$ cat src/hw/rtl/pmsl_pkg.sv
// PLL M/N/P search: shared types and constants.
// Used by pmsl_div, pmsl_dp, pmsl_ctrl and pll_mnp_search_legacy.
`timescale 1ns / 1ps
package pmsl_pkg;

	localparam logic [2:0] REG_FAMILY     = 3'd0;
	localparam logic [2:0] REG_REF_CLK    = 3'd1;
	localparam logic [2:0] REG_MIN_VCO    = 3'd2;
	localparam logic [2:0] REG_MAX_VCO    = 3'd3;
	localparam logic [2:0] REG_PCLK_16    = 3'd4;
	localparam logic [2:0] REG_PCLK_32    = 3'd5;
	localparam logic [2:0] REG_PCLK_32_DH = 3'd6;

	localparam logic [1:0] DEPTH_16 = 2'd0;
	localparam logic [1:0] DEPTH_32 = 2'd1;

	localparam logic [17:0] OLD_T_LO  = 18'd100000;
	localparam logic [17:0] OLD_T_MID = 18'd140000;
	localparam logic [17:0] OLD_T_HI  = 18'd180000;
	localparam logic [17:0] NEW_T_LO  = 18'd110000;
	localparam logic [17:0] NEW_T_MID = 18'd170000;
	localparam logic [17:0] NEW_T_HI  = 18'd240000;

	localparam int DIV_R_W = 26;
	localparam int DIV_Q_W = 33;
	localparam logic [5:0] N_DIV_STEPS = 6'd8;
	localparam logic [5:0] G_DIV_STEPS = 6'd33;

	typedef struct packed {
		logic        family;
		logic [16:0] ref_clk;
		logic [19:0] min_vco;
		logic [19:0] max_vco;
		logic [19:0] pclk_16;
		logic [19:0] pclk_32;
		logic [19:0] pclk_32_dh;
	} cfg_t;

	typedef struct packed {
		logic load;
		logic next_p;
		logic first_m;
		logic next_m;
		logic cap_mul;
		logic start_ndiv;
		logic cap_n;
		logic cap_gmul;
		logic start_gdiv;
		logic cap_got;
		logic upd;
		logic cap_filt;
		logic out_load;
	} cmd_t;

	typedef struct packed {
		logic ref_zero;
		logic p_ok;
		logic p_last;
		logic m_last;
		logic n_ok;
		logic div_busy;
		logic better;
	} sts_t;

endpackage

$ cat src/hw/rtl/pmsl_div.sv
// Restoring divider, one quotient bit per cycle.
// Depends on pmsl_pkg.
`timescale 1ns / 1ps
module pmsl_div import pmsl_pkg::*; (
	input  logic               clk,
	input  logic               arst_n,
	input  logic               start,
	input  logic [DIV_R_W-1:0] den,
	input  logic [DIV_R_W-1:0] rem_init,
	input  logic [DIV_Q_W-1:0] dividend,
	input  logic [5:0]         steps,
	output logic               busy,
	output logic [DIV_Q_W-1:0] quo
);

	logic [DIV_R_W-1:0] den_q;
	logic [DIV_R_W-1:0] rem_q;
	logic [DIV_Q_W-1:0] sh_q;
	logic [DIV_Q_W-1:0] quo_q;
	logic [5:0]         cnt_q;
	logic               busy_q;
	logic [DIV_R_W:0]   trial;
	logic               ge;

	assign trial = {rem_q, sh_q[DIV_Q_W-1]};
	assign ge    = trial >= {1'b0, den_q};

	always_ff @(posedge clk or negedge arst_n) begin
		if (!arst_n) begin
			busy_q <= 1'b0;
			cnt_q  <= '0;
		end else if (start) begin
			busy_q <= 1'b1;
			cnt_q  <= steps;
		end else if (busy_q) begin
			cnt_q <= cnt_q - 6'd1;
			if (cnt_q == 6'd1)
				busy_q <= 1'b0;
		end
	end

	always_ff @(posedge clk) begin
		if (start) begin
			den_q <= den;
			rem_q <= rem_init;
			sh_q  <= dividend;
			quo_q <= '0;
		end else if (busy_q) begin
			rem_q <= ge ? DIV_R_W'(trial - {1'b0, den_q}) : trial[DIV_R_W-1:0];
			sh_q  <= {sh_q[DIV_Q_W-2:0], 1'b0};
			quo_q <= {quo_q[DIV_Q_W-2:0], ge};
		end
	end

	assign busy = busy_q;
	assign quo  = quo_q;

endmodule

$ cat src/hw/rtl/pmsl_dp.sv
// Datapath: request clamp, candidate arithmetic, best tracking, filter, result register.
// Depends on pmsl_pkg and pmsl_div.
`timescale 1ns / 1ps
module pmsl_dp import pmsl_pkg::*; #(
	parameter int M_MAX = 32
) (
	input  logic        clk,
	input  logic        arst_n,
	input  cfg_t        cfg,
	input  cmd_t        cmd,
	output sts_t        sts,
	input  logic [19:0] pixel_clock_khz,
	input  logic [1:0]  depth_code,
	input  logic        dual_head,
	output logic        found,
	output logic [4:0]  m_code,
	output logic [6:0]  n_code,
	output logic [4:0]  p_code,
	output logic [19:0] produced_clock_khz
);

	localparam int MW    = $clog2(M_MAX + 1);
	localparam int VM_W  = 31 + MW;
	localparam int NUM_W = VM_W + 1;
	localparam int TW    = 18 + MW;

	logic [27:0]      req_q;
	logic [1:0]       pidx_q;
	logic [MW-1:0]    m_q;
	logic [VM_W-1:0]  vm_q;
	logic [7:0]       n_q;
	logic [24:0]      gn_q;
	logic [32:0]      got_q;
	logic             found_q;
	logic [32:0]      berr_q;
	logic [MW-1:0]    bm_q;
	logic [7:0]       bn_q;
	logic [1:0]       bp_q;
	logic [32:0]      bgot_q;
	logic [1:0]       filt_q;

	logic [19:0]      ceil_khz;
	logic [27:0]      req_lo;
	logic [27:0]      req_d;
	logic [30:0]      vco;
	logic [NUM_W-1:0] num;
	logic [23:0]      ref129;
	logic [32:0]      req33;
	logic [32:0]      err;
	logic             div_start;
	logic [DIV_R_W-1:0] div_den;
	logic [DIV_R_W-1:0] div_rem;
	logic [DIV_Q_W-1:0] div_num;
	logic [5:0]       div_steps;
	logic             div_busy;
	logic [DIV_Q_W-1:0] div_quo;
	logic [17:0]      t_lo, t_mid, t_hi;
	logic [24:0]      fnum;
	logic [TW-1:0]    tm_lo, tm_mid, tm_hi;
	logic [MW-1:0]    bm_m1;

	always_comb begin
		ceil_khz = (depth_code == DEPTH_16) ? cfg.pclk_16 : cfg.pclk_32;
		if (dual_head && depth_code == DEPTH_32)
			ceil_khz = cfg.pclk_32_dh;
		req_lo = {pixel_clock_khz, 8'b0};
		if (req_lo < {3'b0, cfg.min_vco, 5'b0})
			req_lo = {3'b0, cfg.min_vco, 5'b0};
		req_d = (req_lo > {ceil_khz, 8'b0}) ? {ceil_khz, 8'b0} : req_lo;
	end

	assign vco    = {3'b0, req_q} << pidx_q;
	assign num    = {vm_q, 1'b0} + NUM_W'({cfg.ref_clk, 8'b0});
	assign ref129 = 24'({cfg.ref_clk, 7'b0}) + 24'(cfg.ref_clk);
	assign req33  = {5'b0, req_q};
	assign err    = (got_q >= req33) ? got_q - req33 : req33 - got_q;

	always_comb begin
		sts.ref_zero = cfg.ref_clk == 17'd0;
		sts.p_ok     = (vco >= {3'b0, cfg.min_vco, 8'b0}) && (vco <= {3'b0, cfg.max_vco, 8'b0});
		sts.p_last   = pidx_q == 2'd3;
		sts.m_last   = m_q == MW'(M_MAX);
		sts.n_ok     = (num >= NUM_W'({cfg.ref_clk, 12'b0})) &&
		               (num < NUM_W'({ref129, 9'b0}));
		sts.div_busy = div_busy;
		sts.better   = !found_q || (err < berr_q);
	end

	// N = round(2*vco*m / (512*ref)); clock = ref*N*256 / m, then >> P
	always_comb begin
		div_start = cmd.start_ndiv | cmd.start_gdiv;
		if (cmd.start_ndiv) begin
			div_den   = {cfg.ref_clk, 9'b0};
			div_rem   = num[33:8];
			div_num   = {num[7:0], 25'b0};
			div_steps = N_DIV_STEPS;
		end else begin
			div_den   = DIV_R_W'(m_q);
			div_rem   = '0;
			div_num   = {gn_q, 8'b0};
			div_steps = G_DIV_STEPS;
		end
	end

	pmsl_div u_div (
		.clk      (clk),
		.arst_n   (arst_n),
		.start    (div_start),
		.den      (div_den),
		.rem_init (div_rem),
		.dividend (div_num),
		.steps    (div_steps),
		.busy     (div_busy),
		.quo      (div_quo)
	);

	always_comb begin
		if (cfg.family) begin
			t_lo = NEW_T_LO; t_mid = NEW_T_MID; t_hi = NEW_T_HI;
		end else begin
			t_lo = OLD_T_LO; t_mid = OLD_T_MID; t_hi = OLD_T_HI;
		end
		fnum   = 25'(cfg.ref_clk) * 25'(bn_q);
		tm_lo  = TW'(t_lo) * TW'(bm_q);
		tm_mid = TW'(t_mid) * TW'(bm_q);
		tm_hi  = TW'(t_hi) * TW'(bm_q);
		bm_m1  = bm_q - MW'(1);
	end

	always_ff @(posedge clk or negedge arst_n) begin
		if (!arst_n) begin
			found_q <= 1'b0;
			pidx_q  <= '0;
			m_q     <= '0;
		end else begin
			if (cmd.load) begin
				found_q <= 1'b0;
				pidx_q  <= '0;
			end else if (cmd.next_p)
				pidx_q <= pidx_q + 2'd1;
			if (cmd.first_m)
				m_q <= MW'(2);
			else if (cmd.next_m)
				m_q <= m_q + MW'(1);
			if (cmd.upd)
				found_q <= 1'b1;
		end
	end

	always_ff @(posedge clk) begin
		if (cmd.load)
			req_q <= req_d;
		if (cmd.cap_mul)
			vm_q <= VM_W'(vco) * VM_W'(m_q);
		if (cmd.cap_n)
			n_q <= div_quo[7:0];
		if (cmd.cap_gmul)
			gn_q <= 25'(cfg.ref_clk) * 25'(n_q);
		if (cmd.cap_got)
			got_q <= div_quo >> pidx_q;
		if (cmd.upd) begin
			berr_q <= err;
			bm_q   <= m_q;
			bn_q   <= n_q;
			bp_q   <= pidx_q;
			bgot_q <= got_q;
		end
		if (cmd.cap_filt) begin
			priority if (32'(fnum) >= 32'(tm_hi))
				filt_q <= 2'd3;
			else if (32'(fnum) >= 32'(tm_mid))
				filt_q <= 2'd2;
			else if (32'(fnum) >= 32'(tm_lo))
				filt_q <= 2'd1;
			else
				filt_q <= 2'd0;
		end
		if (cmd.out_load) begin
			if (found_q) begin
				found              <= 1'b1;
				m_code             <= 5'(bm_m1);
				n_code             <= 7'(bn_q - 8'd1);
				p_code             <= {filt_q, 3'((4'd1 << bp_q) - 4'd1)};
				produced_clock_khz <= bgot_q[27:8];
			end else begin
				found              <= 1'b0;
				m_code             <= '0;
				n_code             <= '0;
				p_code             <= '0;
				produced_clock_khz <= '0;
			end
		end
	end

endmodule

$ cat src/hw/rtl/pmsl_ctrl.sv
// Controller FSM: sequences the P/M candidate search and the result handshake.
// Depends on pmsl_pkg.
`timescale 1ns / 1ps
module pmsl_ctrl import pmsl_pkg::*; (
	input  logic clk,
	input  logic arst_n,
	input  logic in_valid,
	output logic in_stall,
	output logic out_valid,
	input  logic out_stall,
	input  sts_t sts,
	output cmd_t cmd
);

	localparam logic [3:0] S_IDLE   = 4'd0;
	localparam logic [3:0] S_PCHK   = 4'd1;
	localparam logic [3:0] S_MUL    = 4'd2;
	localparam logic [3:0] S_NCHK   = 4'd3;
	localparam logic [3:0] S_NWAIT  = 4'd4;
	localparam logic [3:0] S_GMUL   = 4'd5;
	localparam logic [3:0] S_GSTART = 4'd6;
	localparam logic [3:0] S_GWAIT  = 4'd7;
	localparam logic [3:0] S_CMP    = 4'd8;
	localparam logic [3:0] S_ADV    = 4'd9;
	localparam logic [3:0] S_FILT   = 4'd10;
	localparam logic [3:0] S_OUT    = 4'd11;

	logic [3:0] state_q, state_d;
	logic       out_valid_q;

	always_comb begin
		cmd     = '0;
		state_d = state_q;
		unique case (state_q)
			S_IDLE: begin
				if (in_valid) begin
					cmd.load = 1'b1;
					state_d  = S_PCHK;
				end
			end
			S_PCHK: begin
				if (sts.ref_zero || (!sts.p_ok && sts.p_last))
					state_d = S_FILT;
				else if (sts.p_ok) begin
					cmd.first_m = 1'b1;
					state_d     = S_MUL;
				end else
					cmd.next_p = 1'b1;
			end
			S_MUL: begin
				cmd.cap_mul = 1'b1;
				state_d     = S_NCHK;
			end
			S_NCHK: begin
				if (sts.n_ok) begin
					cmd.start_ndiv = 1'b1;
					state_d        = S_NWAIT;
				end else
					state_d = S_ADV;
			end
			S_NWAIT: begin
				if (!sts.div_busy) begin
					cmd.cap_n = 1'b1;
					state_d   = S_GMUL;
				end
			end
			S_GMUL: begin
				cmd.cap_gmul = 1'b1;
				state_d      = S_GSTART;
			end
			S_GSTART: begin
				cmd.start_gdiv = 1'b1;
				state_d        = S_GWAIT;
			end
			S_GWAIT: begin
				if (!sts.div_busy) begin
					cmd.cap_got = 1'b1;
					state_d     = S_CMP;
				end
			end
			S_CMP: begin
				cmd.upd = sts.better;
				state_d = S_ADV;
			end
			S_ADV: begin
				if (!sts.m_last) begin
					cmd.next_m = 1'b1;
					state_d    = S_MUL;
				end else if (sts.p_last)
					state_d = S_FILT;
				else begin
					cmd.next_p = 1'b1;
					state_d    = S_PCHK;
				end
			end
			S_FILT: begin
				cmd.cap_filt = 1'b1;
				state_d      = S_OUT;
			end
			S_OUT: begin
				if (!out_valid_q || !out_stall) begin
					cmd.out_load = 1'b1;
					state_d      = S_IDLE;
				end
			end
			default: state_d = S_IDLE;
		endcase
	end

	always_ff @(posedge clk or negedge arst_n) begin
		if (!arst_n) begin
			state_q     <= S_IDLE;
			out_valid_q <= 1'b0;
		end else begin
			state_q <= state_d;
			if (cmd.out_load)
				out_valid_q <= 1'b1;
			else if (!out_stall)
				out_valid_q <= 1'b0;
		end
	end

	assign in_stall  = state_q != S_IDLE;
	assign out_valid = out_valid_q;

	a_load_free: assert property (@(posedge clk) disable iff (!arst_n)
		cmd.out_load |-> (!out_valid_q || !out_stall))
		else $error("result register overwritten while held");
	a_div_idle: assert property (@(posedge clk) disable iff (!arst_n)
		(cmd.start_ndiv || cmd.start_gdiv) |-> !sts.div_busy)
		else $error("divider started while busy");
	a_busy_after_accept: assert property (@(posedge clk) disable iff (!arst_n)
		(in_valid && !in_stall) |=> in_stall)
		else $error("second transaction taken during search");
	a_result_shown: assert property (@(posedge clk) disable iff (!arst_n)
		cmd.out_load |=> out_valid)
		else $error("loaded result not presented");

endmodule

$ cat src/hw/rtl/pll_mnp_search_legacy.sv
// Top level of the PLL M/N/P divider search: configuration registers, controller, datapath.
// Depends on pmsl_pkg, pmsl_ctrl, pmsl_dp.
`timescale 1ns / 1ps
// One request is taken at a time and yields one result transaction. For each
// post-divider whose VCO is in range, 31 reference-divider candidates are tried;
// each one with N in 8..128 uses the shared restoring divider twice, with 8
// steps for N and 33 steps for the produced clock. The input side stalls
// until the result is in the output register; a held result does not block
// the next request.
module pll_mnp_search_legacy import pmsl_pkg::*; #(
	parameter int M_MAX = 32
) (
	input  logic        clk,
	input  logic        arst_n,
	input  logic        cfg_wr_en,
	input  logic [2:0]  cfg_index,
	input  logic [19:0] cfg_wdata,
	input  logic        in_valid,
	output logic        in_stall,
	input  logic [19:0] pixel_clock_khz,
	input  logic [1:0]  depth_code,
	input  logic        dual_head,
	output logic        out_valid,
	input  logic        out_stall,
	output logic        found,
	output logic [4:0]  m_code,
	output logic [6:0]  n_code,
	output logic [4:0]  p_code,
	output logic [19:0] produced_clock_khz
);

	cfg_t cfg_q;
	cmd_t cmd;
	sts_t sts;

	always_ff @(posedge clk or negedge arst_n) begin
		if (!arst_n) begin
			cfg_q.family     <= 1'b1;
			cfg_q.ref_clk    <= 17'd27000;
			cfg_q.min_vco    <= 20'd50000;
			cfg_q.max_vco    <= 20'd310000;
			cfg_q.pclk_16    <= 20'd136000;
			cfg_q.pclk_32    <= 20'd136000;
			cfg_q.pclk_32_dh <= 20'd136000;
		end else if (cfg_wr_en) begin
			unique case (cfg_index)
				REG_FAMILY:     cfg_q.family     <= cfg_wdata[0];
				REG_REF_CLK:    cfg_q.ref_clk    <= cfg_wdata[16:0];
				REG_MIN_VCO:    cfg_q.min_vco    <= cfg_wdata;
				REG_MAX_VCO:    cfg_q.max_vco    <= cfg_wdata;
				REG_PCLK_16:    cfg_q.pclk_16    <= cfg_wdata;
				REG_PCLK_32:    cfg_q.pclk_32    <= cfg_wdata;
				REG_PCLK_32_DH: cfg_q.pclk_32_dh <= cfg_wdata;
				default: ;
			endcase
		end
	end

	pmsl_ctrl u_ctrl (
		.clk       (clk),
		.arst_n    (arst_n),
		.in_valid  (in_valid),
		.in_stall  (in_stall),
		.out_valid (out_valid),
		.out_stall (out_stall),
		.sts       (sts),
		.cmd       (cmd)
	);

	pmsl_dp #(.M_MAX(M_MAX)) u_dp (
		.clk                (clk),
		.arst_n             (arst_n),
		.cfg                (cfg_q),
		.cmd                (cmd),
		.sts                (sts),
		.pixel_clock_khz    (pixel_clock_khz),
		.depth_code         (depth_code),
		.dual_head          (dual_head),
		.found              (found),
		.m_code             (m_code),
		.n_code             (n_code),
		.p_code             (p_code),
		.produced_clock_khz (produced_clock_khz)
	);

endmodule

$ cat config.mk
export PLATFORM = sky130hd
export DESIGN_NAME = pll_mnp_search_legacy
export DESIGN_NICKNAME = d
export VERILOG_FILES = /design/src/hw/rtl/pmsl_pkg.sv /design/src/hw/rtl/pmsl_div.sv /design/src/hw/rtl/pmsl_dp.sv /design/src/hw/rtl/pmsl_ctrl.sv /design/src/hw/rtl/pll_mnp_search_legacy.sv
export SDC_FILE = /design/constraint.sdc
export NUM_CORES = 2
export LEC_CHECK = 0
export BUFFER_PORTS_ARGS = -buffer_cell sky130_fd_sc_hd__buf_4
export CORE_UTILIZATION = 35
export CTS_CLUSTER_SIZE = 20
export DETAILED_ROUTE_END_ITERATION = 10
export PLACE_DENSITY = 0.57
export RECOVER_POWER = 25
export SYNTH_ARGS = -nofsm -noshare
export SYNTH_HDL_FRONTEND = slang
export SYNTH_SLANG_ARGS = --single-unit
$ cat constraint.sdc
create_clock -name clk -period 17.6 [get_ports clk]
set_input_delay 1.76 -clock clk [delete_from_list [all_inputs] [get_ports clk]]
set_output_delay 1.76 -clock clk [all_outputs]
set_load 0.01 [all_outputs]
==> results.cfg <==
[logic_synthesis]
synthesis.area_um2 = 47400
avgSynthCellArea_um2 = 9.67
synth.area.top_cells = edfxtp_1 (19%), fa_1 (15%), ha_1 (14%), inv_1 (5.4%), dfrtp_1 (5.2%)
synthTopCellsByCount = inv_1 (677), ha_1 (538), nand2_1 (511), fa_1 (363), edfxtp_1 (304)
ys.flop_type = edfxtp_1
synth.most_common_cell = inv_1
seq_area_frac_synth_pct = 28.1
synth_cells = 4899
synth_edf_count = 304
ys_ff_latch = 476
async_reset_ff_share_pct = 29.2
yosys_warnings = 0
yosysUniqueCellTypes = 89
synth_top_cell_by_area = edfxtp_1
synthDominantCellAreaShare_pct = 19.3

[floorplanning]
die_h_um = 370
start_util_pct = 35.4
num_io_pins = 91
dieArea_um2 = 137000
row_count = 134
die_x_um = 370
core_area_um2 = 134000

[clock_tree]
cts_buffers = 55
cts_sinks = 476
cts_tree = built
cts_buffer_depth = 3
ctsResizeCount = 0
cts_max_level = 2
clk_pin_slew_ps = 70
clock_latency_ps = 660
postCtsSetupRepairBufs = 0
hold_buffers = 0
clock-root-buffer = clkbuf_16

[layout]
nets = 5870
nFillCells = 13400
areaGrowthSynthToFinish_pct = 9.55
fin_area_um2 = 51900
drive_gt1_share_pct = 8.48
final_cells = 6734

[timing]
fin_crit_ps = 9390
period_share_pct = 53.4
worstMarginPinSlew_ps = 5130
setup_viol = 0
grt_setup_unrepaired = false
worst_slack_ps = 8210
fmax_mhz = 106
hold_viol = 0
relSlewSlack_pct = -242
finalMaxSlewViolations = 453
tns_ps = 0
fin_skew_ps = 44.7

[place]
gp_congestion = 0.894
hpwl_mm = 98.2
dpl_worst_slack_ps = 10020
portBuffers = 90
dp_cells = 6629
place_area_um2 = 50000

[power_and_ir_drop]
irDropWorstVdd_uv = 147
finalPower_mw = 9.55
p_leak_nw = 24.2
p_per_area_nw_per_um2 = 184

[run]
maxCapViolCount = 11

[global_routing]
grtUsageTotal_pct = 18.9
antenna_found_initial = 7
grt_pass1_wl_mm = 203
grt_max_degree = 88
grt-ovfl-total = 0
grt_pass1_vias = 35900

[setup_path]
worstSetupEndpointType = flop
start_kind = flop
required_ps = 18000
r2r_slack_ps = 8210
worst_r2r_endpoint = u_dp.vm_q[36]
max_stage_delay_ps = 2850
worst-path-buf-inv = 4
path_max_fanout = 74
cp_top_family = compound AO/OA/AOI/OAI gates
critPathArrivalTime_ps = 9790
critPathMostFrequentCell = a21oi_1
reg2reg_from = u_dp.pidx_q[1]
worst-setup-path-type = reg2reg
cp_slowest_cell = clkbuf_1
path_cells = clkbuf_1, a21oi_1, o21ai_0, nand2_1, fa_1, inv_1, ha_1, inv_1, fa_1, inv_1, fa_1, a21o_1, a21oi_1, nand2b_1, a21oi_1, o311ai_0, a21oi_1, o211ai_1, a31oi_1, a21o_1, a21oi_1, xnor2_1
ff2ff_path_depth = 22

[outcome]
status = complete, but fails checks
violations = DRC, capacitance limit, slew limit

[routing]
firstDrtPassIters = 9
drc = 6
drt_iter0_drc = 2169
vias_per_cell = 5.21
wire_per_inst_um = 19.1
num_vias = 35100
ant_nets = 0
routed_wl_mm = 129

[min_path]
min_to = u_dp.bgot_q[12]
hold_class = reg2reg
min_delay_path_depth = 0
min_from = u_dp.got_q[12]
[flip-flops by register name (all words and copies together) (netlist names), 7 cells and up]
signal / cells
cfg_q: 118
u_dp.got_q: 33
u_dp.u_div.quo: 33
u_dp.berr_q: 32
u_dp.vm_q: 32
u_dp.u_div.rem_q: 26
u_dp.gn_q: 25
u_dp.u_div.sh_q: 25
u_dp.req_q: 23
u_dp.u_div.den_q: 23
u_dp.bgot_q: 21
u_dp.produced_clock_khz: 20
u_dp.bn_q: 8
u_dp.n_q: 8
u_dp.n_code: 7
[per-stage QoR]
stage          util [%]  hold WS, ps
2_1_floorplan         -          448
3_3_place_gp       37.3          473
3_5_place_dp       37.3          474
4_1_cts            38.8          470
5_1_grt            38.8          487
6_report           38.8          488
[power breakdown]
group | switching, mW | leakage, nW | total [mW] | internal (mW)
Sequential | 0.220 | 4.83 | 1.87 | 1.65
Combinational | 3.73 | 18.4 | 6.40 | 2.67
Clock | 0.523 | 0.975 | 1.28 | 0.754
[cells in the final DEF (no fill, tap or decap), drive strengths merged, types with 44 or more instances in the layout]
cell    netlist  layout
a21o        116     116
a21oi       255     255
and2        226     226
buf          26     116
clkbuf      150      84
dfrtp        99      99
edfxtp      304     304
fa          363     363
ha          538     538
inv         677     681
mux2         87      87
mux2i        92      92
mux4         46      46
nand2       511     511
nand3        74      74
nand4        44      44
nor2        231     231
nor2b        46      46
nor3         65      65
o21a         44      44
o21ai       240     240
xnor2       124     124
xor2         66      66
[layer usage]
metal | vias to the layer above | GRT usage [%] | share of wire (%)
met1 | 17400 | 25.1 | 45
met3 | 181 | 2.39 | 4.4
met2 | 767 | 31.7 | 47
li1 | 16700 | - | -
met4 | 4 | 6.17 | 3.4
met5 | - | 0 | 0.020
[worst register-to-register path: stages (launching register included)]
cell and delay, ps:
dfrtp_2 340, clkbuf_1 2850, a21oi_1 300, o21ai_0 910
nand2_1 180, fa_1 620, inv_1 40, ha_1 280
inv_1 50, fa_1 530, inv_1 70, fa_1 450
a21o_1 180, a21oi_1 210, nand2b_1 180, a21oi_1 110
o311ai_0 550, a21oi_1 300, o211ai_1 330, a31oi_1 180
a21o_1 210, a21oi_1 160, xnor2_1 80
[final cells by class]
class                      count  area (um^2)  share of cell area [%]
multi-input combinational   3576        30900                    59.5
sequential                   476        13300                    25.7
inverter                     679         2550                    4.91
tap                         1768         2210                    4.26
clock buffer                  70         1500                    2.88
timing repair buffer         130          923                    1.78
clock inverter                34          499                   0.962
antenna                        1         2.50                 0.00482
[how the worst max path moves through the flow]
stage / startpoint / to / slack [ps] / cells after the start
global route: u_dp.pidx_q[1] / u_dp.vm_q[35] / 7350 / 22
CTS: u_dp.req_q[5] / u_dp.bgot_q[14] / 9990 / 26
floorplan: u_dp.req_q[5] / u_dp.berr_q[10] / 9090 / 25
finish: u_dp.pidx_q[1] / u_dp.vm_q[36] / 8210 / 22
global placement: cfg_q[101] / u_dp.filt_q[0] / 10080 / 26
detailed placement: u_dp.req_q[5] / u_dp.bgot_q[23] / 10020 / 26
[cells by family (layout without fill, tap and decap cells)]
kind of cell / count (synthesis) / after routing / synth area share (%)
flops: 476 / 476 / 28.1
fa+ha+maj: 904 / 904 / 29.6
other cells: 2 / 11 / 0.0159
buf+inv: 855 / 913 / 6.86
simple gates: 1361 / 1361 / 13.8
mux: 225 / 225 / 6.20
compound gates: 886 / 886 / 11.8
xor+xnor: 190 / 190 / 3.51
No activity file was read; power rests on OpenSTA's default activity.
